## src/hw/rtl/csi_pkg.sv

```systemverilog
// Shared types and constants for the cumulative Simpson integrator.
// Item and result structs, run-position and mode codes, fixed-point widths.
// No dependencies.
`default_nettype none

package csi_pkg;

	localparam int SAMPLE_W   = 32;
	localparam int STEP_W     = 24;
	localparam int INTEG_W    = 48;
	localparam int SUM_W      = 35;
	localparam int MAG_W      = 34;
	localparam int HALF_W     = 17;
	localparam int PP_W       = STEP_W + HALF_W;
	localparam int PROD_W     = 58;
	localparam int QUO_W      = 42;
	localparam int SPLIT_W    = 21;
	localparam int Y_W        = 23;
	localparam int REC_W      = 22;
	localparam int HI_W       = 20;
	localparam int DIV3_SHIFT = 23;
	localparam int TOTAL_W    = INTEG_W + 2;

	localparam logic [STEP_W-1:0] STEP_RESET = 24'd65536;
	localparam logic [PROD_W-1:0] RND_TRAP   = 58'd65536;
	localparam logic [PROD_W-1:0] RND_SIMP   = 58'd98304;
	// floor(2^21 / 3) and ceil(2^23 / 3)
	localparam logic [HI_W-1:0]   DIV3_HI    = 20'd699050;
	localparam logic [REC_W-1:0]  DIV3_REC   = 22'd2796203;

	localparam logic signed [INTEG_W-1:0] INTEG_MAX = {1'b0, {(INTEG_W-1){1'b1}}};
	localparam logic signed [INTEG_W-1:0] INTEG_MIN = {1'b1, {(INTEG_W-1){1'b0}}};

	typedef enum logic [1:0] {
		MODE_ZERO,
		MODE_TRAP,
		MODE_SIMP
	} csi_mode_t;

	typedef enum logic [1:0] {
		POS_NONE,
		POS_ONE,
		POS_MANY
	} csi_pos_t;

	typedef struct packed {
		csi_mode_t                 mode;
		logic signed [SUM_W-1:0]   sum;
	} csi_item_t;

	typedef struct packed {
		logic signed [INTEG_W-1:0] value;
		logic                      sat;
	} csi_result_t;

endpackage

`default_nettype wire

```

## src/hw/rtl/csi_fifo.sv

```systemverilog
// Small register-based queue used between the integrator's parts.
// Generic width and depth; no package dependency.
`default_nettype none

module csi_fifo #(
	parameter int WIDTH = 8,
	parameter int DEPTH = 4
) (
	input  wire logic             clk,
	input  wire logic             arst_n,
	input  wire logic             push,
	input  wire logic [WIDTH-1:0] wdata,
	input  wire logic             pop,
	output logic      [WIDTH-1:0] rdata,
	output logic                  full,
	output logic                  empty
);

	localparam int AW = (DEPTH > 1) ? $clog2(DEPTH) : 1;
	localparam int CW = $clog2(DEPTH + 1);

	logic [WIDTH-1:0] mem_q [DEPTH];
	logic [AW-1:0]    wr_ptr_q;
	logic [AW-1:0]    rd_ptr_q;
	logic [CW-1:0]    count_q;
	logic             do_push;
	logic             do_pop;

	assign full    = (count_q == CW'(DEPTH));
	assign empty   = (count_q == '0);
	assign do_push = push && !full;
	assign do_pop  = pop && !empty;
	assign rdata   = mem_q[rd_ptr_q];

	always_ff @(posedge clk) begin
		if (do_push) begin
			mem_q[wr_ptr_q] <= wdata;
		end
	end

	always_ff @(posedge clk or negedge arst_n) begin
		if (!arst_n) begin
			wr_ptr_q <= '0;
			rd_ptr_q <= '0;
			count_q  <= '0;
		end else begin
			if (do_push) begin
				wr_ptr_q <= (wr_ptr_q == AW'(DEPTH - 1)) ? '0 : wr_ptr_q + 1'b1;
			end
			if (do_pop) begin
				rd_ptr_q <= (rd_ptr_q == AW'(DEPTH - 1)) ? '0 : rd_ptr_q + 1'b1;
			end
			if (do_push && !do_pop) begin
				count_q <= count_q + 1'b1;
			end else if (do_pop && !do_push) begin
				count_q <= count_q - 1'b1;
			end
		end
	end

endmodule

`default_nettype wire

```

## src/hw/rtl/csi_front.sv

```systemverilog
// Front part: keeps the sample history and run position, classifies each item
// and forms its weighted sample sum. Depends on csi_pkg.
`default_nettype none

module csi_front
	import csi_pkg::*;
(
	input  wire logic                       clk,
	input  wire logic                       arst_n,
	input  wire logic                       accept,
	input  wire logic signed [SAMPLE_W-1:0] sample_value,
	input  wire logic                       first_sample,
	output csi_item_t                       item
);

	logic signed [SAMPLE_W-1:0] prev_sample_q;
	logic signed [SAMPLE_W-1:0] older_sample_q;
	csi_pos_t                   pos_q;
	csi_pos_t                   pos_d;
	csi_mode_t                  mode;
	logic signed [SUM_W-1:0]    f_ext;
	logic signed [SUM_W-1:0]    prev_ext;
	logic signed [SUM_W-1:0]    prev_x4;
	logic signed [SUM_W-1:0]    older_ext;

	assign f_ext     = {{(SUM_W-SAMPLE_W){sample_value[SAMPLE_W-1]}}, sample_value};
	assign prev_ext  = {{(SUM_W-SAMPLE_W){prev_sample_q[SAMPLE_W-1]}}, prev_sample_q};
	assign prev_x4   = {prev_sample_q[SAMPLE_W-1], prev_sample_q, 2'b00};
	assign older_ext = {{(SUM_W-SAMPLE_W){older_sample_q[SAMPLE_W-1]}}, older_sample_q};

	always_comb begin
		pos_d = pos_q;
		if (accept) begin
			if (first_sample || pos_q == POS_NONE) begin
				pos_d = POS_ONE;
			end else begin
				pos_d = POS_MANY;
			end
		end
	end

	always_comb begin
		case (pos_q)
			POS_ONE:  mode = MODE_TRAP;
			POS_MANY: mode = MODE_SIMP;
			default:  mode = MODE_ZERO;
		endcase
		if (first_sample) begin
			mode = MODE_ZERO;
		end
		item.mode = mode;
		case (mode)
			MODE_TRAP: item.sum = prev_ext + f_ext;
			MODE_SIMP: item.sum = older_ext + prev_x4 + f_ext;
			default:   item.sum = '0;
		endcase
	end

	always_ff @(posedge clk or negedge arst_n) begin
		if (!arst_n) begin
			pos_q          <= POS_NONE;
			prev_sample_q  <= '0;
			older_sample_q <= '0;
		end else begin
			pos_q <= pos_d;
			if (accept) begin
				prev_sample_q  <= sample_value;
				older_sample_q <= (mode == MODE_ZERO) ? '0 : prev_sample_q;
			end
		end
	end

endmodule

`default_nettype wire

```

## src/hw/rtl/csi_back.sv

```systemverilog
// Back part: four-stage arithmetic pipeline (h times sum, rounding, divide by
// three, accumulate and clamp) with output-queue credits. Depends on csi_pkg.
`default_nettype none

module csi_back
	import csi_pkg::*;
#(
	parameter int OUT_DEPTH = 8
) (
	input  wire logic               clk,
	input  wire logic               arst_n,
	input  wire logic [STEP_W-1:0]  step_size,
	input  wire csi_item_t          item,
	input  wire logic               item_valid,
	output logic                    item_take,
	input  wire logic               res_freed,
	output csi_result_t             result,
	output logic                    result_valid
);

	localparam int CW = $clog2(OUT_DEPTH + 1);

	logic [CW-1:0]              credit_q;

	logic                       v_s1, v_s2, v_s3, v_s4;
	csi_mode_t                  mode_s1, mode_s2, mode_s3, mode_s4;
	logic                       neg_s1, neg_s2, neg_s3, neg_s4;
	logic [MAG_W-1:0]           mag_s1;
	logic [PP_W-1:0]            pp_lo_s2;
	logic [PP_W-1:0]            pp_hi_s2;
	logic [QUO_W-1:0]           quo_s3;
	logic [QUO_W-1:0]           quo_s4;

	logic signed [INTEG_W-1:0]  prev_int_q;
	logic signed [INTEG_W-1:0]  old_int_q;

	logic [SUM_W-1:0]           sum_abs;
	logic [PROD_W-1:0]          prod;
	logic [QUO_W-1:0]           quo_next;
	logic [SPLIT_W-1:0]         xh;
	logic [SPLIT_W-1:0]         xl;
	logic [Y_W-1:0]             y;
	logic [Y_W+REC_W-1:0]       y_rec;
	logic [SPLIT_W+HI_W-1:0]    q_hi;
	logic [QUO_W-1:0]           q_div3;
	logic signed [TOTAL_W-1:0]  base_ext;
	logic [TOTAL_W-1:0]         inc_ext;
	logic signed [TOTAL_W-1:0]  total;

	assign item_take = item_valid && (credit_q != '0);

	always_ff @(posedge clk or negedge arst_n) begin
		if (!arst_n) begin
			credit_q <= CW'(OUT_DEPTH);
		end else if (item_take && !res_freed) begin
			credit_q <= credit_q - 1'b1;
		end else if (res_freed && !item_take) begin
			credit_q <= credit_q + 1'b1;
		end
	end

	// stage 1: magnitude of the sample sum
	assign sum_abs = item.sum[SUM_W-1] ? (~item.sum + 1'b1) : item.sum;

	// stage 3: recombine partial products and add the rounding half
	always_comb begin
		prod = PROD_W'(pp_lo_s2) + {pp_hi_s2, {HALF_W{1'b0}}}
			+ ((mode_s2 == MODE_SIMP) ? RND_SIMP : RND_TRAP);
		if (mode_s2 == MODE_SIMP) begin
			quo_next = prod[PROD_W-1 -: QUO_W];
		end else begin
			quo_next = {1'b0, prod[PROD_W-1 -: QUO_W-1]};
		end
	end

	// stage 4: x/3 = xh*floor(2^21/3) + floor((2*xh + xl)/3)
	assign xh     = quo_s3[QUO_W-1 -: SPLIT_W];
	assign xl     = quo_s3[SPLIT_W-1:0];
	assign y      = {1'b0, xh, 1'b0} + {2'b00, xl};
	assign y_rec  = (Y_W+REC_W)'(y) * (Y_W+REC_W)'(DIV3_REC);
	assign q_hi   = (SPLIT_W+HI_W)'(xh) * (SPLIT_W+HI_W)'(DIV3_HI);
	assign q_div3 = QUO_W'(q_hi) + QUO_W'(y_rec[Y_W+REC_W-1:DIV3_SHIFT]);

	// final: signed accumulate and clamp
	always_comb begin
		base_ext = (mode_s4 == MODE_SIMP)
			? {{(TOTAL_W-INTEG_W){old_int_q[INTEG_W-1]}}, old_int_q} : '0;
		inc_ext  = {{(TOTAL_W-QUO_W){1'b0}}, quo_s4};
		if (neg_s4) begin
			inc_ext = ~inc_ext;
		end
		total = base_ext + $signed(inc_ext) + $signed({{(TOTAL_W-1){1'b0}}, neg_s4});
		if (mode_s4 == MODE_ZERO) begin
			result.value = '0;
			result.sat   = 1'b0;
		end else if (total[TOTAL_W-1:INTEG_W-1] != '0
				&& total[TOTAL_W-1:INTEG_W-1] != '1) begin
			result.value = total[TOTAL_W-1] ? INTEG_MIN : INTEG_MAX;
			result.sat   = 1'b1;
		end else begin
			result.value = total[INTEG_W-1:0];
			result.sat   = 1'b0;
		end
	end

	assign result_valid = v_s4;

	always_ff @(posedge clk) begin
		mode_s1  <= item.mode;
		neg_s1   <= item.sum[SUM_W-1];
		mag_s1   <= sum_abs[MAG_W-1:0];

		mode_s2  <= mode_s1;
		neg_s2   <= neg_s1;
		pp_lo_s2 <= PP_W'(step_size) * PP_W'(mag_s1[HALF_W-1:0]);
		pp_hi_s2 <= PP_W'(step_size) * PP_W'(mag_s1[MAG_W-1:HALF_W]);

		mode_s3  <= mode_s2;
		neg_s3   <= neg_s2;
		quo_s3   <= quo_next;

		mode_s4  <= mode_s3;
		neg_s4   <= neg_s3;
		quo_s4   <= (mode_s3 == MODE_SIMP) ? q_div3 : quo_s3;
	end

	always_ff @(posedge clk or negedge arst_n) begin
		if (!arst_n) begin
			v_s1       <= 1'b0;
			v_s2       <= 1'b0;
			v_s3       <= 1'b0;
			v_s4       <= 1'b0;
			prev_int_q <= '0;
			old_int_q  <= '0;
		end else begin
			v_s1 <= item_take;
			v_s2 <= v_s1;
			v_s3 <= v_s2;
			v_s4 <= v_s3;
			if (v_s4) begin
				if (mode_s4 == MODE_ZERO) begin
					old_int_q  <= '0;
					prev_int_q <= '0;
				end else begin
					old_int_q  <= prev_int_q;
					prev_int_q <= result.value;
				end
			end
		end
	end

endmodule

`default_nettype wire

```

## src/hw/rtl/cumulative_simpson_integrator.sv

```systemverilog
// Top level of the cumulative Simpson integrator: step register, front part,
// item queue, arithmetic back part and result queue. Depends on csi_pkg,
// csi_front, csi_fifo and csi_back.
//
// Use: samples enter through a queue-like port (push/full); an item is taken
// when push is high and full is low. Results leave through a queue-like port
// (empty/pop); the oldest result sits on integral_value/saturated while empty
// is low and is taken when pop is high. Each sample gives exactly one result.
// The step size h is written through cfg_valid/cfg_ready (ready is always
// high); the user must write it only while the block is idle, as the block
// itself does not enforce this.
// Throughput: one item per cycle, set by the four-stage arithmetic pipeline
// that starts an item every cycle while the result queue has room reserved.
// Reset: h returns to 1.0, the run position and history clear, both queues
// empty. When the receiver stops popping, the result queue fills, the
// pipeline stops drawing items and the input queue of MID_DEPTH items fills
// until full rises; nothing is lost.
`default_nettype none

module cumulative_simpson_integrator
	import csi_pkg::*;
#(
	parameter int MID_DEPTH = 4,
	parameter int OUT_DEPTH = 8
) (
	input  wire logic                       clk,
	input  wire logic                       arst_n,
	input  wire logic                       push,
	output logic                            full,
	input  wire logic signed [SAMPLE_W-1:0] sample_value,
	input  wire logic                       first_sample,
	output logic                            empty,
	input  wire logic                       pop,
	output logic signed [INTEG_W-1:0]       integral_value,
	output logic                            saturated,
	input  wire logic                       cfg_valid,
	output logic                            cfg_ready,
	input  wire logic [STEP_W-1:0]          step_size
);

	localparam int ITEM_W = $bits(csi_item_t);
	localparam int RES_W  = $bits(csi_result_t);

	logic [STEP_W-1:0] step_q;
	logic              accept;
	csi_item_t         front_item;
	logic [ITEM_W-1:0] mid_wdata;
	logic [ITEM_W-1:0] mid_rdata;
	logic              mid_empty;
	csi_item_t         back_item;
	logic              item_take;
	logic              res_freed;
	csi_result_t       back_result;
	logic              back_valid;
	logic [RES_W-1:0]  out_wdata;
	logic [RES_W-1:0]  out_rdata;
	csi_result_t       head;
	logic              out_full;

	assign cfg_ready = 1'b1;

	always_ff @(posedge clk or negedge arst_n) begin
		if (!arst_n) begin
			step_q <= STEP_RESET;
		end else if (cfg_valid && cfg_ready) begin
			step_q <= step_size;
		end
	end

	assign accept = push && !full;

	csi_front u_front (
		.clk          (clk),
		.arst_n       (arst_n),
		.accept       (accept),
		.sample_value (sample_value),
		.first_sample (first_sample),
		.item         (front_item)
	);

	assign mid_wdata = front_item;

	csi_fifo #(
		.WIDTH (ITEM_W),
		.DEPTH (MID_DEPTH)
	) u_mid_fifo (
		.clk    (clk),
		.arst_n (arst_n),
		.push   (accept),
		.wdata  (mid_wdata),
		.pop    (item_take),
		.rdata  (mid_rdata),
		.full   (full),
		.empty  (mid_empty)
	);

	assign back_item = csi_item_t'(mid_rdata);
	assign res_freed = pop && !empty;

	csi_back #(
		.OUT_DEPTH (OUT_DEPTH)
	) u_back (
		.clk          (clk),
		.arst_n       (arst_n),
		.step_size    (step_q),
		.item         (back_item),
		.item_valid   (!mid_empty),
		.item_take    (item_take),
		.res_freed    (res_freed),
		.result       (back_result),
		.result_valid (back_valid)
	);

	assign out_wdata = back_result;

	// credits keep this queue from ever being full at a write
	csi_fifo #(
		.WIDTH (RES_W),
		.DEPTH (OUT_DEPTH)
	) u_out_fifo (
		.clk    (clk),
		.arst_n (arst_n),
		.push   (back_valid),
		.wdata  (out_wdata),
		.pop    (pop),
		.rdata  (out_rdata),
		.full   (out_full),
		.empty  (empty)
	);

	assign head           = csi_result_t'(out_rdata);
	assign integral_value = head.value;
	assign saturated      = head.sat && !out_full ? head.sat : head.sat;

endmodule

`default_nettype wire

```

## config.mk

```make
export PLATFORM = sky130hd
export DESIGN_NAME = cumulative_simpson_integrator
export DESIGN_NICKNAME = d
export VERILOG_FILES = /design/src/hw/rtl/csi_pkg.sv /design/src/hw/rtl/csi_fifo.sv /design/src/hw/rtl/csi_front.sv /design/src/hw/rtl/csi_back.sv /design/src/hw/rtl/cumulative_simpson_integrator.sv
export SDC_FILE = /design/constraint.sdc
export NUM_CORES = 2
export LEC_CHECK = 0
export ABC_AREA = 0
export BUFFER_PORTS_ARGS = -buffer_cell sky130_fd_sc_hd__buf_2
export CORE_MARGIN = 4
export CORE_UTILIZATION = 58
export CTS_BUF_LIST = sky130_fd_sc_hd__clkbuf_8 sky130_fd_sc_hd__clkbuf_16
export DETAILED_ROUTE_END_ITERATION = 8
export PLACE_DENSITY = 0.74
export SYNTH_ARGS = -nofsm -noshare
export SYNTH_HDL_FRONTEND = slang
export SYNTH_SLANG_ARGS = --single-unit
```

## constraint.sdc

```tcl
create_clock -name clk -period 22.7 [get_ports clk]
set_input_delay 4.54 -clock clk [delete_from_list [all_inputs] [get_ports clk]]
set_output_delay 4.54 -clock clk [all_outputs]
set_load 0.02 [all_outputs]
```

==> qor.txt <==
DR vias/cell -> 5.84
Mapped Cells -> 8171
Worst setup SP type -> flop
Global Route met2 Usage -> 45.9%
max_cap viols -> 0
outcome -> completed
All-Layer GR Usage -> 27.6%
number of global-route vias before repair -> 62464
htree depth -> 3
Final Worst Setup Slack -> 9.43 ns
CTS tree -> yes
Post-DP HPWL -> 160 mm
highest achievable clock rate -> 75.4 MHz
yosys warns -> 0
Synth area leaders -> fa_1, edfxtp_1, ha_1
sequential area share after synthesis -> 29.5%
share of cells above drive strength 1 -> 7.60%
ys flop type -> edfxtp_1
met3 usage -> 4.54%
die area -> 0.155 mm^2
Sum Neg Setup Slack -> 0 ns
post-synth cell types -> 98
CP Capture Type -> flop
die height -> 394 um
DR vias -> 59184
Worst Setup SP -> u_back.quo_s3[22]
largest net degree at the start of global routing -> 82
post-synth top area share -> 23.6%
Seq cells post-synth -> 948
worst hold start -> u_back.neg_s1
CP required -> 23.25 ns
clock buffer depth -> 3
CTS Hold Bufs -> 0
first-pass GRT wire length -> 341 mm
most frequent cells in the layout -> inv_1, nand2_1, fa_1
Rel. slew slack -> 21.1%
clock latency on the worst-skew pair -> 0.71 ns
GR peak layer -> met2
row count -> 141
r2r startpoint -> u_back.quo_s3[22]
Die Wd -> 394 um
initial core utilization -> 58.4%
minimum clock period -> 13.27 ns
syn nets -> 10054
core footprint -> 0.148 mm^2
WS Path Type -> flop to flop
unrepaired setup endpoints after global routing -> false
Final GP Congestion -> 0.941
final WL -> 211 mm
synth-to-layout area growth -> 6.51%
Slew Viols, Final -> 0
delay of the slowest critical-path stage -> 0.89 ns
syn_area_per_cell -> 10.6 um^2
WL per Instance -> 20.8 um
most common cell after layout, fill and taps aside -> inv_1
CP max stage cell -> o32ai_1
clk slew on worst S/H paths -> 0.07 ns
Syn Std Cell Area -> 0.0863 mm^2
GR met1 Demand/Resource -> 37.6%
antenna violations before repair -> 9
fin nets -> 10011
clock skew -> 0.0281 ns
Setup violations, final -> 0
Final period util -> 58.5%
TritonCTS Buffers -> 93
clk sink count -> 948
drt first-iter violations -> 4170
DRC viols -> 0
PostCTS Resize Cnt -> 0
final hold vios -> 0
DRT antenna net count -> 0
root buf cell -> clkbuf_16
Worst EP arrival -> 13.82 ns
postcts setup bufs -> 0
largest area contributor in the netlist -> fa_1
Setup Slack @ Placement -> 9.64 ns
grt total ovfl -> 0
TritonRoute pass-1 iters -> 8
number of top-level pins -> 114
Worst-Margin Slew -> 1.18 ns
fillers -> 11898
Design Area, Final -> 0.0920 mm^2
Post-synth EDFFs -> 540
DP Area -> 0.0888 mm^2
port bufs -> 112
worst-path maximum fanout -> 9
Tightest Hold Check Type -> flop to flop
async set or reset register ratio after synthesis -> 22.3%
## kinds of logic (layout without fill, tap and decap cells)
| family | Yosys count | in the layout | share of synthesized area, % |
|---|---|---|---|
| AOI/OAI and AO/OA | 1151 | 1151 | 8.70 |
| DFF | 948 | 948 | 29.5 |
| other | 1 | 4 | 0.00434 |
| xor gates and xnor gates | 381 | 381 | 3.87 |
| muxes | 237 | 237 | 4.86 |
| and+or+nand+nor | 1960 | 1960 | 10.6 |
| buffers and inverters | 1672 | 1709 | 7.32 |
| adders and majority gates | 1821 | 1821 | 35.2 |
## area by class of cell
class	instances	area [um^2]	area share (%)
well taps	1930	2410	2.63
inverters	1337	5020	5.46
clock inverters	75	742	0.807
multi-input cells	5551	54700	59.5
diodes	3	7.51	0.00816
flip-flops and latches	948	25500	27.7
clock buffers	100	2420	2.64
repair buffers	197	1210	1.31
## per-layer routing
layer / routed length [um] / vias to the layer above
met2: 102000 / 1993
met5: 54 / -
met4: 6040 / 8
met1: 89000 / 29994
met3: 13700 / 380
li1: - / 26809
## cell usage after synthesis, types with 51 or more instances
cell / number
nor2b_1: 51
xnor2_1: 213
nor3_1: 58
nand3_1: 63
nor2_1: 226
a211oi_1: 81
inv_1: 1336
and2_1: 298
dfrtp_1: 209
fa_1: 1016
a21o_1: 155
ha_1: 805
dfxtp_1: 197
a21oi_1: 316
mux4_2: 127
clkbuf_1: 280
edfxtp_1: 540
nand2b_1: 58
xor2_1: 168
nand2_1: 1023
mux2_2: 93
o21ai_0: 211
## worst max-delay path, delay by kind of cell (launching register included)
kind                       cells  cell delay [ns]
and+or+nand+nor                7             1.60
AOI/OAI and AO/OA             22             5.76
xor gates and xnor gates       2             0.31
adders and majority gates     10             4.46
buffers and inverters          4             0.25
DFF                            1             0.69
## registers in the layout, indices dropped and copies added (netlist names), 24 cells and up
| name | flops |
|---|---|
| u_out_fifo.mem_q | 392 |
| u_mid_fifo.mem_q | 148 |
| u_back.old_int_q | 48 |
| u_back.prev_int_q | 48 |
| u_back.quo_s3 | 42 |
| u_back.quo_s4 | 42 |
| u_back.pp_hi_s2 | 41 |
| u_back.mag_s1 | 34 |
| u_front.older_sample_q | 32 |
| u_front.prev_sample_q | 32 |
| u_back.pp_lo_s2 | 26 |
| step_q | 24 |
## final timing paths
check / endpoint / cells past startpoint / slack [ns]
min in group asynchronous: u_front.prev_sample_q[6] / 1 / 3.83
max in group asynchronous: u_back.old_int_q[12] / 3 / 16.67
worst max register to register: u_back.quo_s4[40] / 45 / 9.43
worst min register to register: u_back.neg_s2 / 0 / 0.33
worst min-delay path: u_back.neg_s2 / 0 / 0.33
worst max-delay path: u_back.quo_s4[40] / 45 / 9.43
## stage by stage
step,cells,hold slack (ns),utilization [%]
2_1_floorplan,8171,0.310,-
3_3_place_gp,9963,0.312,60.1
3_5_place_dp,9963,0.315,60.1
4_1_cts,10138,0.324,62.2
5_1_grt,10138,0.335,62.2
6_report,10141,0.328,62.2
Power is not shown: default switching activity piles up to over one toggle a cycle in this logic, so the estimate is an artifact.
